$ cat config.mk
export PLATFORM = sky130hd
export DESIGN_NAME = imhq_ram
export DESIGN_NICKNAME = d
export VERILOG_FILES = /design/src/hdl/imhq_ram.sv
export SDC_FILE = /design/constraint.sdc
export NUM_CORES = 2
export LEC_CHECK = 0
export BUFFER_PORTS_ARGS = -buffer_cell sky130_fd_sc_hd__buf_2
export CAP_MARGIN = 20
export CORE_AREA = 2 2 502 504
export DETAILED_ROUTE_END_ITERATION = 12
export DIE_AREA = 0 0 504 506
export MAX_ROUTING_LAYER = met4
export PLACE_DENSITY = 0.53
export SLEW_MARGIN = 15
export SYNTH_ARGS = -nofsm -noshare
export SYNTH_HDL_FRONTEND = slang
export SYNTH_SLANG_ARGS = --single-unit
$ cat constraint.sdc
create_clock -name clk -period 7.7 [get_ports clk]
set_input_delay 1.54 -clock clk [delete_from_list [all_inputs] [get_ports clk]]
set_output_delay 1.54 -clock clk [all_outputs]
set_load 0.05 [all_outputs]
$ cat src/hdl/imhq_ram.sv
module imhq_ram #(
  parameter int WIDTH = 8,
  parameter int DEPTH = 256
) (
  input  logic                     clk,
  input  logic                     we,
  input  logic [$clog2(DEPTH)-1:0] waddr,
  input  logic [WIDTH-1:0]         wdata,
  input  logic [$clog2(DEPTH)-1:0] raddr,
  output logic [WIDTH-1:0]         rdata
);
  logic [WIDTH-1:0] mem [DEPTH];

  always_ff @(posedge clk) begin
    if (we) begin
      mem[waddr] <= wdata;
    end
    rdata <= mem[raddr];
  end
endmodule

==> Yosys cells after proc, flatten, opt, wreduce, memory -nomap -nowiden <==
Memory sizes are Yosys's and may differ from the RTL's. A register that Yosys moved wholly into a read port is not among the register bits.
Index checks and enable logic that the tools add are counted.
{ "op_classes": {"n_addsub": 0, "multipliers": 0, "div": 0, "magnitude_cmp": 0, "eq_ne": 0, "shifts": 0, "muxes": 2, "bitwise_logic": 0, "reduce_logical": 0} }
{ "op_table": {"columns": ["operator", "count"], "rows": [
  ["1-bit 2-to-1 mux", 2]
]} }
{ "word_totals": {"reg_bits": 0, "latch_bits": 0, "ram_bits": 2048, "rom_bits": 0, "inputBits": 26, "out_inout_bits": 8, "wordCells": 3, "mem_count": 1} }
{ "mem_list": {"columns": ["memory", "words", "word_bits", "read_ports", "rd_clocked_by_memory_dff", "wr", "line_no", "text"], "rows": [
  ["mem", 256, 8, 1, 1, 1, "12", "logic [WIDTH-1:0] mem [DEPTH];"]
]} }

==> Depth between registers and ports, before layout <==
{ "logic_depth": {"word_depth": 2, "ltp_mapped": 11} }

==> Worst setup path after synthesis <==
No wires, ideal clock.
{ "synth_timing": {"path_type": "input to register", "startpoint": "input port raddr[0]", "endpoint": "register rdata[2] (read register of mem)", "setup_ps": 131, "t_arrival_ps": 3347, "path_slack_ps": 4222, "cell_stages": 9, "path_buffers": 4, "path_cell_list": "buf_6 > buf_12 > buf_8 > buf_2 > mux4_2 > a22oi_1 > a21oi_1 > nor4_1 > nor4_2"} }
{ "synth_rtl": {"columns": ["element", "line_no", "text"], "rows": [
  ["start, declared", "9", "input logic [$clog2(DEPTH)-1:0] raddr,"],
  ["end, declared", "10", "output logic [WIDTH-1:0] rdata"]
]} }

==> report_table.html <==
<table>
<tr><th>Metric</th><th>Value</th></tr>
<tr><th colspan="2">Synthesis</th></tr>
<tr><td>Top_reg_cell synth</td><td>edfxtp_1</td></tr>
<tr><td>Number of flip-flops and latches in the synthesized netlist</td><td>2056</td></tr>
<tr><td>Share of synthesized area spent on multiplexers</td><td>0.146</td></tr>
<tr><td>Post-synthesis cell type count</td><td>55</td></tr>
<tr><td>Compound-gate portion of the synthesized area</td><td>0.0342</td></tr>
<tr><td>Post-Syn Nets</td><td>3759</td></tr>
<tr><td>Gate Count Post-Synth</td><td>3733</td></tr>
<tr><td>Post-synth design cell area</td><td>79600 um2</td></tr>
<tr><td>Mapped Avg Cell Area</td><td>21.3 um2</td></tr>
<tr><td>Share of synthesized cell area in and, or, nand and nor gates</td><td>0.0263</td></tr>
<tr><td>Xor/xnor cell area share of the yosys netlist</td><td>0</td></tr>
<tr><td>Register area share after synthesis</td><td>0.775</td></tr>
<tr><td>Adder-cell area share of the yosys netlist</td><td>0</td></tr>
<tr><td>Largest family of logic cells by synthesized area</td><td>multiplexers</td></tr>
<tr><td>Count of flip-flops with a built-in enable after synthesis</td><td>2048</td></tr>
<tr><td>Async set-reset flop share out of synthesis</td><td>0</td></tr>
<tr><td>Ys Warns</td><td>0</td></tr>
<tr><th colspan="2">Place</th></tr>
<tr><td>Routability cong.</td><td>0.818</td></tr>
<tr><td>Detailed placer's ending HPWL</td><td>125 mm</td></tr>
<tr><td>DP Cell Count</td><td>6968</td></tr>
<tr><td># port buffers</td><td>33</td></tr>
<tr><td>Area after DPL</td><td>83500 um2</td></tr>
<tr><th colspan="2">Floorplanning</th></tr>
<tr><td>Chip Height</td><td>506 um</td></tr>
<tr><td>Core area</td><td>250000 um2</td></tr>
<tr><td>Ports</td><td>34</td></tr>
<tr><td>Standard-cell rows</td><td>184</td></tr>
<tr><td>Die Width</td><td>504 um</td></tr>
<tr><td>DIE AREA</td><td>255000 um2</td></tr>
<tr><td>Starting utilization of the core area</td><td>0.318</td></tr>
<tr><th colspan="2">STA</th></tr>
<tr><td>Post-layout minimum cycle time</td><td>4.69 ns</td></tr>
<tr><td>Number of failing hold endpoints at the final stage</td><td>0</td></tr>
<tr><td>Highest Clock Rate</td><td>0.213 GHz</td></tr>
<tr><td>Fin Clk Skew</td><td>0.0376 ns</td></tr>
<tr><td>Period Utilization, post-route</td><td>0.609</td></tr>
<tr><td>Headroom to the max-slew limit</td><td>0.174</td></tr>
<tr><td>Tightest Pin Transition</td><td>1.23 ns</td></tr>
<tr><td>Final slew viol count</td><td>0</td></tr>
<tr><td>Endpoints failing setup</td><td>0</td></tr>
<tr><td>Final-layout setup total negative slack</td><td>0 ns</td></tr>
<tr><td>Unrepaired setup endpoints after global routing</td><td>no</td></tr>
<tr><th colspan="2">Layout</th></tr>
<tr><td>Most common cell after layout, fill and taps aside</td><td>edfxtp_1</td></tr>
<tr><td>Count of non-filler cells in the finished layout</td><td>7371</td></tr>
<tr><td>Number of fill cells in the layout</td><td>22900</td></tr>
<tr><td>Share of cells above drive strength 1</td><td>0.224</td></tr>
<tr><td>Area added between synthesis and finish</td><td>13.4%</td></tr>
<tr><td>Final net count</td><td>3860</td></tr>
<tr><td>Multi-input logic area</td><td>16500 um2</td></tr>
<tr><td>Post-route cell area</td><td>90200 um2</td></tr>
<tr><td>Most used cells in the layout excluding fill and tap cells</td><td>edfxtp_1, mux4_2, nor2_1</td></tr>
<tr><td>Sequential Area</td><td>61700 um2</td></tr>
<tr><td>Core utilization of the finished layout</td><td>0.361</td></tr>
<tr><th colspan="2">GRT</th></tr>
<tr><td>Antenna violations before repair</td><td>18</td></tr>
<tr><td>Gr ovfl total</td><td>0</td></tr>
<tr><td>Overall fraction of global-route tracks in use</td><td>0.167</td></tr>
<tr><td>Busiest metal layer after global routing</td><td>met2</td></tr>
<tr><td>M3 GR Usage</td><td>0.0278</td></tr>
<tr><td>Fraction of met1 tracks used by global routing</td><td>0.227</td></tr>
<tr><td>Global-route wire length before repair</td><td>299 mm</td></tr>
<tr><td>Maximum number of pins on one net before global-route repair</td><td>212</td></tr>
<tr><td>Fraction of met2 tracks used by global routing</td><td>0.264</td></tr>
<tr><td>Number of global-route vias before repair</td><td>38700</td></tr>
<tr><th colspan="2">Worst setup path</th></tr>
<tr><td>Worst-path cell with the longest stage delay</td><td>nor3_1</td></tr>
<tr><td>Buf+Inv Stages, Crit Path</td><td>2</td></tr>
<tr><td>Setup slack, reg-to-reg</td><td>4.80 ns</td></tr>
<tr><td>Critical path arrival</td><td>5.36 ns</td></tr>
<tr><td>Worst path required time</td><td>8.37 ns</td></tr>
<tr><td>Cells traversed along the worst timing path</td><td>buf_8 -&gt; buf_4 -&gt; mux4_2 -&gt; o21ai_0 -&gt; a2111oi_1 -&gt; nor3_1 -&gt; nor4_1</td></tr>
<tr><td>Start of the worst register-to-register path</td><td>mem[138][1]$_DFFE_PP_</td></tr>
<tr><td>Largest stage delay, worst path</td><td>0.92 ns</td></tr>
<tr><td>Critical Setup Path Class</td><td>in -&gt; reg</td></tr>
<tr><td>Worst setup SP type</td><td>input port</td></tr>
<tr><td>Largest delay share family, worst path</td><td>buffers and inverters</td></tr>
<tr><td>Worst setup path startpoint</td><td>raddr[0]</td></tr>
<tr><td>Terminus of the critical flop-to-flop path</td><td>rdata[1]$_DFF_P_</td></tr>
<tr><td>R2r worst-path depth</td><td>6</td></tr>
<tr><td>Critical-path maximum fanout</td><td>68</td></tr>
<tr><td>Nature of the critical path endpoint</td><td>flip-flop</td></tr>
<tr><th colspan="2">Power and ir drop</th></tr>
<tr><td>Total Power Consumption</td><td>23400 uW</td></tr>
<tr><td>Static leakage power</td><td>0.0272 uW</td></tr>
<tr><td>Worst supply voltage drop on vdd</td><td>0.221 mV</td></tr>
<tr><td>Total power density per cell area</td><td>259 nW/um2</td></tr>
<tr><th colspan="2">CTS</th></tr>
<tr><td>Htree depth</td><td>4</td></tr>
<tr><td>Maximum buffer depth of the clock tree</td><td>3</td></tr>
<tr><td>Clock sink count</td><td>2056</td></tr>
<tr><td>Number of hold buffers added after cts</td><td>0</td></tr>
<tr><td>Postcts setup bufs</td><td>0</td></tr>
<tr><td>Reg clk slew, reported paths</td><td>0.06 ns</td></tr>
<tr><td>Cell at the root of the clock tree</td><td>clkbuf_16</td></tr>
<tr><td>Number of buffers added by the clock tree synthesis step</td><td>208</td></tr>
<tr><td>CTS tree</td><td>yes</td></tr>
<tr><td>Clock latency at the later pin of the worst-skew pair</td><td>0.84 ns</td></tr>
<tr><td>Number of cells upsized or downsized after cts</td><td>0</td></tr>
<tr><th colspan="2">Route</th></tr>
<tr><td>Iteration-0 DRC Markers</td><td>4288</td></tr>
<tr><td>DRC violations left</td><td>0</td></tr>
<tr><td>DR pass1 iterations</td><td>5</td></tr>
<tr><td>Remaining antenna violation count</td><td>0</td></tr>
<tr><td>Avg Vias per Cell</td><td>5.18</td></tr>
<tr><td>Overall via count from detail_route</td><td>38200</td></tr>
<tr><td>Wire per inst</td><td>28.4 um</td></tr>
<tr><td>Wire length after detailed routing</td><td>209 mm</td></tr>
<tr><th colspan="2">Min path</th></tr>
<tr><td>Hold Crit Endpoint</td><td>rdata[6]$_DFF_P_</td></tr>
<tr><td>Min-Delay Path Class</td><td>reg -&gt; reg</td></tr>
<tr><td>Number of cells on the worst hold path</td><td>6</td></tr>
<tr><td>Startpoint of the worst hold path</td><td>mem[21][6]$_DFFE_PP_</td></tr>
<tr><th colspan="2">Run status</th></tr>
<tr><td>Run status</td><td>finished, final reports clean</td></tr>
<tr><th colspan="2">Run</th></tr>
<tr><td>Max-cap violation count</td><td>0</td></tr>
</table>
stage by stage:
step	setup slack (ns)	hold WS, ns
6_report	3.01	1.01
2_1_floorplan	4.22	0.770
4_1_cts	3.12	1.02
3_3_place_gp	1.65	0.931
5_1_grt	2.93	1.08
3_5_place_dp	2.21	1.02
registers in the layout, indices dropped and copies added, names as in the netlist:
| register | cells |
|---|---|
| mem | 2048 |
| rdata | 8 |
report_power, final:
| group | internal [uW] | switching, uW |
|---|---|---|
| clock | 5590 | 4280 |
| combinational | 362 | 766 |
| sequential | 12300 | 27.2 |
per-layer routing:
metal,wire length [um],vias to the layer above
li1,-,15900
met1,89500,20700
met2,102000,1261
met3,13300,293
met4,4550,0
met5,0,-
worst min-delay path, cell delays in order (launching register included):
cell and delay (ns):
edfxtp_1 0.32, mux2i_1 0.07, o22ai_1 0.13, a211oi_1 0.07
a21oi_1 0.12, a22oi_1 0.09, nor4_2 0.15
synthesized netlist by cell type (13+ instances only):
master       n  area (um2)
a211oi_1    16         120
a21oi_1     96         480
a221oi_1    13         114
a22oi_1    133         998
buf_1       22        82.6
buf_2       31         155
buf_4       27         203
buf_6       21         236
buf_8       13         195
clkbuf_1   111         417
edfxtp_1  2048       61500
mux2i_1    134        1340
mux4_2     454       10200
nand2_1     33         124
nand3_1     34         170
nor2_1     282        1060
nor2b_1     31         194
nor3_1      22         110
nor4_1      24         150
o221ai_1    46         403
o22ai_1     28         175
worst max path at each step:
stage,endpoint,cells after the start,slack (ns)
after global routing,rdata[1]$_DFF_P_,7,2.93
after CTS,rdata[1]$_DFF_P_,7,3.12
after detailed placement,rdata[1]$_DFF_P_,7,2.21
after floorplan,rdata[2]$_DFF_P_,9,4.22
final,rdata[1]$_DFF_P_,7,3.01
after global placement,rdata[6]$_DFF_P_,8,1.65
cell families after synthesis:
logic type             after synthesis
AND/OR/NAND/NOR                    466
flip-flops                        2056
multiplexers                       591
buffers and inverters              235
AO/OA/AOI/OAI                      385
final cells by class:
cell class / instances / share of cell area
repair buffers: 124 / 0.0128
clock inverters: 130 / 0.0124
flip-flops and latches: 2056 / 0.684
multi-input cells: 1442 / 0.183
well taps: 3348 / 0.0464
diodes: 9 / 0.000250
inverters: 2 / 0.0000832
clock buffers: 260 / 0.0609
Power figures use the tool's default switching activity.
