===== src/hdl/imhq_pkg.sv =====
package imhq_pkg;

  localparam int KEY_W = 32;
  localparam int PAY_W = 32;
  localparam int ID_W  = 8;
  localparam int OP_W  = 2;
  localparam int ST_W  = 3;
  localparam int CAP_W = 9;
  localparam int SLOT_W = KEY_W + ID_W + PAY_W;
  localparam logic [CAP_W-1:0] CAP_RESET = 9'd256;

  typedef enum logic [OP_W-1:0] {
    OP_INSERT = 2'd0,
    OP_REKEY  = 2'd1,
    OP_DELMIN = 2'd2,
    OP_REMOVE = 2'd3
  } op_t;

  localparam logic [ST_W-1:0] ST_OK        = 3'd0;
  localparam logic [ST_W-1:0] ST_FULL      = 3'd1;
  localparam logic [ST_W-1:0] ST_PRESENT   = 3'd2;
  localparam logic [ST_W-1:0] ST_NOT_FOUND = 3'd3;
  localparam logic [ST_W-1:0] ST_EMPTY     = 3'd4;

  typedef enum logic [3:0] {
    S_IDLE, S_LOOK, S_RDOLD, S_RDTOP, S_RDLAST,
    S_UP, S_UPC, S_DOWN, S_DNL, S_DNR, S_DNC, S_FIN
  } state_t;

  typedef struct packed {
    logic [PAY_W-1:0] pay;
    logic [ID_W-1:0]  id;
    logic [KEY_W-1:0] key;
  } slot_t;

endpackage


===== src/hdl/imhq_cmp.sv =====
// shared signed key comparator
module imhq_cmp (
  input  logic [imhq_pkg::KEY_W-1:0] a,
  input  logic [imhq_pkg::KEY_W-1:0] b,
  output logic                       lt
);
  import imhq_pkg::*;
  assign lt = $signed(a) < $signed(b);
endmodule


===== config.mk =====
export PLATFORM = sky130hd
export DESIGN_NAME = imhq_cmp
export DESIGN_NICKNAME = d
export VERILOG_FILES = /design/src/hdl/imhq_pkg.sv /design/src/hdl/imhq_cmp.sv
export SDC_FILE = /design/constraint.sdc
export NUM_CORES = 1
export LEC_CHECK = 0
export BUFFER_PORTS_ARGS = -buffer_cell sky130_fd_sc_hd__buf_4
export CAP_MARGIN = 10
export CORE_MARGIN = 3
export CORE_UTILIZATION = 40
export DETAILED_ROUTE_END_ITERATION = 7
export PLACE_DENSITY = 0.85
export SLEW_MARGIN = 30
export SYNTH_ARGS = -nofsm -noshare
export SYNTH_HDL_FRONTEND = slang
export SYNTH_SLANG_ARGS = --single-unit

===== constraint.sdc =====
create_clock -name vclk -period 1.8
set_clock_uncertainty 0.1 [all_clocks]
set_input_delay 0.09 -clock vclk [all_inputs]
set_output_delay 0.09 -clock vclk [all_outputs]
set_load 0.005 [all_outputs]

# After elaboration in Yosys (flattened, before gate mapping)
# Index checks and enable logic that the tools add are counted.
dict set report totals {
  ff_bits 0
  inputBits 64
  output_inout_bits 1
  elab_cells 1
}
dict set report op_classes {
  magnitude_cmp 1
}
# op count
set op_table {}
lappend op_table {{less-than comparator 32 bit} 1}

# Logic depth before layout (Yosys ltp)
# Gate-level depths: netlist of the first run.
dict set report depth {
  depth_word 1
  depth_mapped 8
  depth_no_buf 8
}

# Worst setup path after synthesis of the first run
# OpenSTA, ideal clock, no wires.
dict set report synth_path {
  path_kind {input port to output port}
  start {in b[22] in the netlist's numbering}
  end {out lt}
  required_ns 1.610
  cell_stages 8
  n_path_buf 0
  t_arrival_ns 1.439
  path_slack_ns 0.171
  path_cell_list {inv_1 -> ha_1 -> a21oi_1 -> a21boi_1 -> o21bai_1 -> a31oi_1 -> or4b_1 -> mux2i_1}
}
dict set report synth_via {
  elab_chain_len 1
}
# item line_no
set synth_rtl {}
lappend synth_rtl {{start, declared} imhq_cmp.sv:4} ;# input logic [imhq_pkg::KEY_W-1:0] b,
lappend synth_rtl {{less-than comparator 32 bit} imhq_cmp.sv:8} ;# assign lt = $signed(a) < $signed(b);
lappend synth_rtl {{end, declared} imhq_cmp.sv:5} ;# output logic lt
# Every way passes these cells.

# Final worst setup path of the first run
# Ends and elaborated chain as after synthesis.

==> qor.yml, run 1 <==
timing:
  tns_ns: -0.04013
  layout_worst_path_cycle_share: 1.022
  max_freq_mhz: 543.4
  worst_pin_slew_ns: 0.2756
  fin_ws_ns: -0.04013
  timing.hold.ws_ns: 0.5381
  maxSlewHeadroom: 0.8149
  hold_violations: 0
  final-setup-viol-count: 1
  period_minus_slack_ns: 1.840
  drv_slew: 0
  rsz0062_at_grt: "yes"
logic_synthesis:
  syn-num-nets: 203
  synth-seq-area-share: 0
  syn_area_per_cell_sq_um: 7.310
  yosysWarnings: 0
  syn-cell-area_sq_um: 789.5
  syn_inst: 108
  ys_types: 23
setup_path:
  cp-endpoint: "lt"
  worstPathRequired_ns: 1.61
  setup.worst_path.start_class: "input port"
  worst-path-max-fanout: 3
  path_class: "in2out"
  critPathLaunch: "b[22]"
  cp-end-kind: "output port"
  arrival_ns: 1.65
placement:
  gp_congestion: 0.8527
  io_buffers: 65
  post-place-ws_ns: -0.1449
  hpwl_mm: 2.183
  dp_cells: 201
cells_and_area:
  fin_nets: 273
  regArea_sq_um: 0
  num-fill-cells: 126
  drive_gt1_frac: 0.5000
  antenna_cells: 0
  nClkBuffers: 0
  stdcell_count: 201
  n_sequential_cell: 0
  syn2layout_area_growth_pct: 83.20
floorplan:
  core_area_sq_um: 1802
  start_util: 0.4382
  die_h_um: 50.43
  row_count: 15
  die_area_sq_um: 2543
  fp.dieW_um: 50.43
  io_pins: 65
routing:
  wl_mm: 2.580
  ant_nets: 0
  dr.pass1.iters: 4
  via_per_inst: 5.090
  wl_met3_um: 169
  routed.top_layer: "met4"
  via_count: 1023
  drc: 0
  wl_per_cell_um: 12.84
  dr_wl_met2_mm: 1.531
  drt-initial-drc-count: 18
  wl_met1_um: 806
worst_hold_path:
  min_path_type: "in2out"
pwr:
  clockPowerShare: 0
  p_sw_w: 0.0001227
  p_leak_nw: 0.8300
  p_int_w: 0.0001889
  vdd_ir_drop_max_v: 0.0001334
  p_sw_frac: 0.3936
  fin_total_pwr_w: 0.0003116
  p_per_area_nw_per_um2: 215.4
  sequentialPowerShare: 0
  power_frac_comb: 1.000
cts:
  postCtsSetupRepairBufs: 0
  ctsHoldBuffers: 0
outcome:
  violations: "negative setup slack"
  outcome: "complete, but fails checks"
global_route:
  grt_pass1_wl_mm: 4.229
  grt_max_degree: 5
  track_usage: 0.2036
  antenna_found_initial: 0
  grt_pass1_vias: 1104
  grt_overflow_total: 0
flow_run:
  drv_cap: 0
## through the flow
| stage | utilization | instance area (sq um) |
|---|---|---|
| 6_report | 0.8028 | 1446 |
| 4_1_cts | 0.7993 | 1440 |
| 3_5_place_dp | 0.7389 | 1331 |
| 5_1_grt | 0.8028 | 1446 |
| 3_3_place_gp | 0.7389 | 1331 |
| 2_1_floorplan | - | 789.5 |
## critical path, stage by stage
cell      delay, ns
buf_4          0.12
inv_4          0.05
ha_4           0.19
a21oi_2        0.12
a21boi_1       0.07
o21bai_1       0.14
a31oi_1        0.10
or4b_1         0.49
mux2i_1        0.14
buf_4          0.13
## Yosys cell counts
cell type  number  area share
a211o_1         1       0.011
a211oi_2        1       0.016
a21boi_1        1      0.0095
a21o_1          3       0.029
a21oi_1         8       0.051
a22o_1          1       0.011
a311oi_2        1       0.019
a31oi_1         2       0.016
and3_1          2       0.016
ha_1           31        0.49
inv_1          31        0.15
mux2i_1         1       0.013
nand2_1         3       0.014
nand2b_1        1      0.0079
nand3_1         6       0.038
nand4_1         5       0.040
nor2_1          2      0.0095
nor2_2          1      0.0079
nor3_1          1      0.0063
o21ai_0         3       0.019
o21ai_1         1      0.0063
o21bai_1        1      0.0095
or4b_1          1       0.013
## how the worst min path moves through the flow
| stage | from | end | slack, ns | cells past startpoint |
|---|---|---|---|---|
| finish | a[31] | lt | 0.54 | 4 |
| CTS | a[31] | lt | 0.55 | 4 |
| detailed placement | a[31] | lt | 0.54 | 4 |
| floorplan | a[31] | lt | 0.29 | 2 |
| global placement | a[31] | lt | 0.51 | 4 |
| global route | a[31] | lt | 0.59 | 4 |
## power by group through the flow
stage	clock, W	sequential (W)	combinational, W
after floorplan	0	0	0.000125
after global placement	0	0	0.000258
after CTS	0	0	0.000304
after global routing	0	0	0.000349
after detailed placement	0	0	0.000273
final	0	0	0.000312
## layout make-up
type | count | area, sq um | area share
inverters | 31 | 118.9 | 0.08218
multi-input cells | 77 | 785.8 | 0.5433
well taps | 25 | 31.28 | 0.02163
repair buffers | 68 | 510.5 | 0.3529
## kinds of logic after synthesis
group	synth area share
adders and majority gates	0.4913
buffers and inverters	0.1474
AOI/OAI and AO/OA	0.1965
and+or+nand+nor	0.1521
muxes	0.01268
## placed cells by master, fill, tap and decap left out, drive strengths merged
| cell type | instances |
|---|---|
| a211o | 1 |
| a311oi | 1 |
| buf | 68 |
| nand3 | 6 |
| a211oi | 1 |
| nor2 | 3 |
| a22o | 1 |
| o21bai | 1 |
| mux2i | 1 |
| a31oi | 2 |
| a21oi | 8 |
| ha | 31 |
| nand2 | 3 |
| inv | 31 |
| nor3 | 1 |
| and3 | 2 |
| a21o | 3 |
| or4b | 1 |
| o21ai | 4 |
| nand4 | 5 |
| nand2b | 1 |
| a21boi | 1 |
## per-layer routing
layer | track usage | vias to the layer above
met1 | 0.2004 | 457
met5 | 0 | -
met2 | 0.4174 | 45
li1 | - | 513
met4 | 0.07623 | 0
met3 | 0.02671 | 8
## timing repair
| action | in CTS | in global routing |
|---|---|---|
| resized for setup | 18 | 2 |
| endpoints found under the setup margin | 1 | 1 |
| pin swaps | 11 | 0 |
Note: power is estimated with default switching activity, not from simulation.
==> run 2, diff against run 1 <==
Settings changed: ABC_AREA set to 0, CELL_PAD_IN_SITES_DETAIL_PLACEMENT set to 1, CELL_PAD_IN_SITES_GLOBAL_PLACEMENT set to 1, CORE_UTILIZATION 40 to 27, PLACE_DENSITY 0.85 to not set, PLACE_DENSITY_LB_ADDON set to 0.1.
==> run 2 against run 1 <==
Net effect: the run now ends clean; critical path type unchanged; utilization is 23 points lower; sequential cell count stayed put; die area grew 42%; sequential share of layout area unchanged; wire length up 3.5%; non-clock buffer count is the same; largest power group unchanged; largest cell class unchanged; setup slack better by 0.057 ns.
==> qor.yml, run 2 (synthesized netlist as in run 1, its figures left out) <==
timing:
  drv_slew: 0  # unchanged
  hold_violations: 0  # unchanged
  layout_worst_path_cycle_share: 0.9905  # was 1.022
  worst_pin_slew_ns: 0.1945  # was 0.2756 ns
  final-setup-viol-count: 0  # was 1
  rsz0062_at_grt: "yes"  # unchanged
  maxSlewHeadroom: 0.8690  # was 0.8149
  period_minus_slack_ns: 1.783  # was 1.840 ns
  max_freq_mhz: 560.9  # was 543.4 MHz
floorplan:
  row_count: 18  # was 15
  core_area_sq_um: 2635  # was 1802 sq um
  fp.dieW_um: 60.08  # was 50.43 um
  die_area_sq_um: 3609  # was 2543 sq um
  die_h_um: 60.08  # was 50.43 um
  start_util: 0.2996  # was 0.4382
  io_pins: 65  # unchanged
outcome:
  outcome: "finished clean"  # was complete, but fails checks
pwr:
  fin_total_pwr_w: 0.0003274  # was 0.0003116 W
  sequentialPowerShare: 0  # about the same
  p_int_w: 0.0001996  # was 0.0001889 W
  vdd_ir_drop_max_v: 0.0001142  # was 0.0001334 V
  clockPowerShare: 0  # about the same
  p_leak_nw: 0.8321  # was 0.8300 nW
  p_sw_w: 0.0001279  # was 0.0001227 W
  p_sw_frac: 0.3905  # was 0.3936
  p_per_area_nw_per_um2: 217.0  # was 215.4 nW/um^2
  power_frac_comb: 1.000  # about the same
placement:
  gp_congestion: 0.7835  # was 0.8527
  hpwl_mm: 2.355  # was 2.183 mm
  io_buffers: 65  # unchanged
global_route:
  grt_max_degree: 5  # unchanged
  grt_busiest_layer: "met2"  # unchanged
  antenna_found_initial: 0  # unchanged
  grt_util_met2: 0.3179  # was 0.4174
  track_usage: 0.1557  # was 0.2036
  grt_pass1_wl_mm: 4.450  # was 4.229 mm
  grt_overflow_total: 0  # unchanged
  use_met3: 0.01944  # was 0.02671
  met1_usage: 0.1735  # was 0.2004
  grt_pass1_vias: 1102  # was 1104
cts:
  postCtsSetupRepairBufs: 0  # unchanged
routing:
  drt-initial-drc-count: 9  # was 18
  dr.pass1.iters: 4  # unchanged
  wl_mm: 2.671  # was 2.580 mm
  ant_nets: 0  # unchanged
  via_per_inst: 4.854  # was 5.090
  drc: 0  # unchanged
  via_count: 1000  # was 1023
  wl_per_cell_um: 12.97  # was 12.84 um
worst_hold_path:
  min_path_type: "in2out"  # unchanged
setup_path:
  worstPathRequired_ns: 1.61  # about the same
  arrival_ns: 1.59  # was 1.65 ns
  path_class: "in2out"  # unchanged
  setup.worst_path.start_class: "input port"  # unchanged
  worst-path-max-fanout: 3  # unchanged
  cp-end-kind: "output port"  # unchanged
cells_and_area:
  drive_gt1_frac: 0.5398  # was 0.5000
  layout_commonest_cell: "buf_4"  # unchanged
  regArea_sq_um: 0  # unchanged
  n_sequential_cell: 0  # unchanged
  final_cell_mix: "buf_4, inv_1, ha_1"  # unchanged
  final_util: 0.5727  # was 0.8028
  antenna_cells: 0  # unchanged
  fin_nets: 273  # unchanged
  nClkBuffers: 0  # unchanged
  syn2layout_area_growth_pct: 91.13  # was 83.20%
flow_run:
  drv_cap: 0  # unchanged
run 2: cell count changes in the layout (fill, tap and decap cells not counted), moves of 2 or more:
| cell | before | now |
|---|---|---|
| nand3_2 | 0 | 2 |
| ha_1 | 23 | 20 |
| ha_4 | 8 | 11 |
| nand3_1 | 6 | 4 |
run 2: power groups by stage:
stage	logic [W]	registers [W]	clock network, W
5_1_grt	0.000370	0	0
6_report	0.000327	0	0
3_5_place_dp	0.000277	0	0
3_3_place_gp	0.000260	0	0
2_1_floorplan	0.000125	0	0
4_1_cts	0.000322	0	0
run 2: worst paths after layout:
path,start,endpoint,slack [ns],cells after the start
worst max-delay path,b[22],lt,0.02,10
worst min-delay path,a[31],lt,0.55,4
run 2: through the flow:
step                       TNS, ns  area (sq um)  hold slack [ns]  setup WS, ns  std cells
after detailed placement   -0.1320          1338           0.5440       -0.1320        206
after CTS                 -0.01492          1500           0.5440      -0.01492        206
after floorplan                  0         789.5           0.2901        0.1706        108
after global routing      -0.07372          1509           0.5826      -0.07372        206
final                            0          1509           0.5477       0.01711        206
after global placement     -0.1123          1338           0.5315       -0.1123        206
run 2: worst max-delay path, cell delays in order:
cell      delay (ns)
buf_6           0.09
inv_4           0.04
ha_4            0.20
a21oi_2         0.13
a21boi_2        0.06
o21bai_1        0.11
a31oi_1         0.08
or4b_1          0.49
mux2i_1         0.15
buf_4           0.13
run 2: metal layers:
metal / share of wire / wire length, um / vias up
li1: - / - / 513
met1: 0.35 / 926 / 448
met2: 0.57 / 1511 / 37
met3: 0.080 / 213 / 2
met4: 0.0071 / 19 / 0
met5: 0 / 0 / -
run 2: layout make-up:
| cell class | count | area [sq um] |
|---|---|---|
| inverter | 31 | 118.9 |
| tap | 30 | 37.54 |
| fill | 327 | 1126 |
| multi-input combinational | 77 | 838.3 |
| timing repair buffer | 68 | 514.2 |
run 2: repair_timing:
| action | 4_1_cts | 5_1_grt |
|---|---|---|
| hold endpoints to repair | 0 | 0 |
| setup endpoints to repair | 1 | 1 |
| pin swaps | 11 | 8 |
| hold buffers | 0 | 0 |
| resized for setup | 22 | 6 |
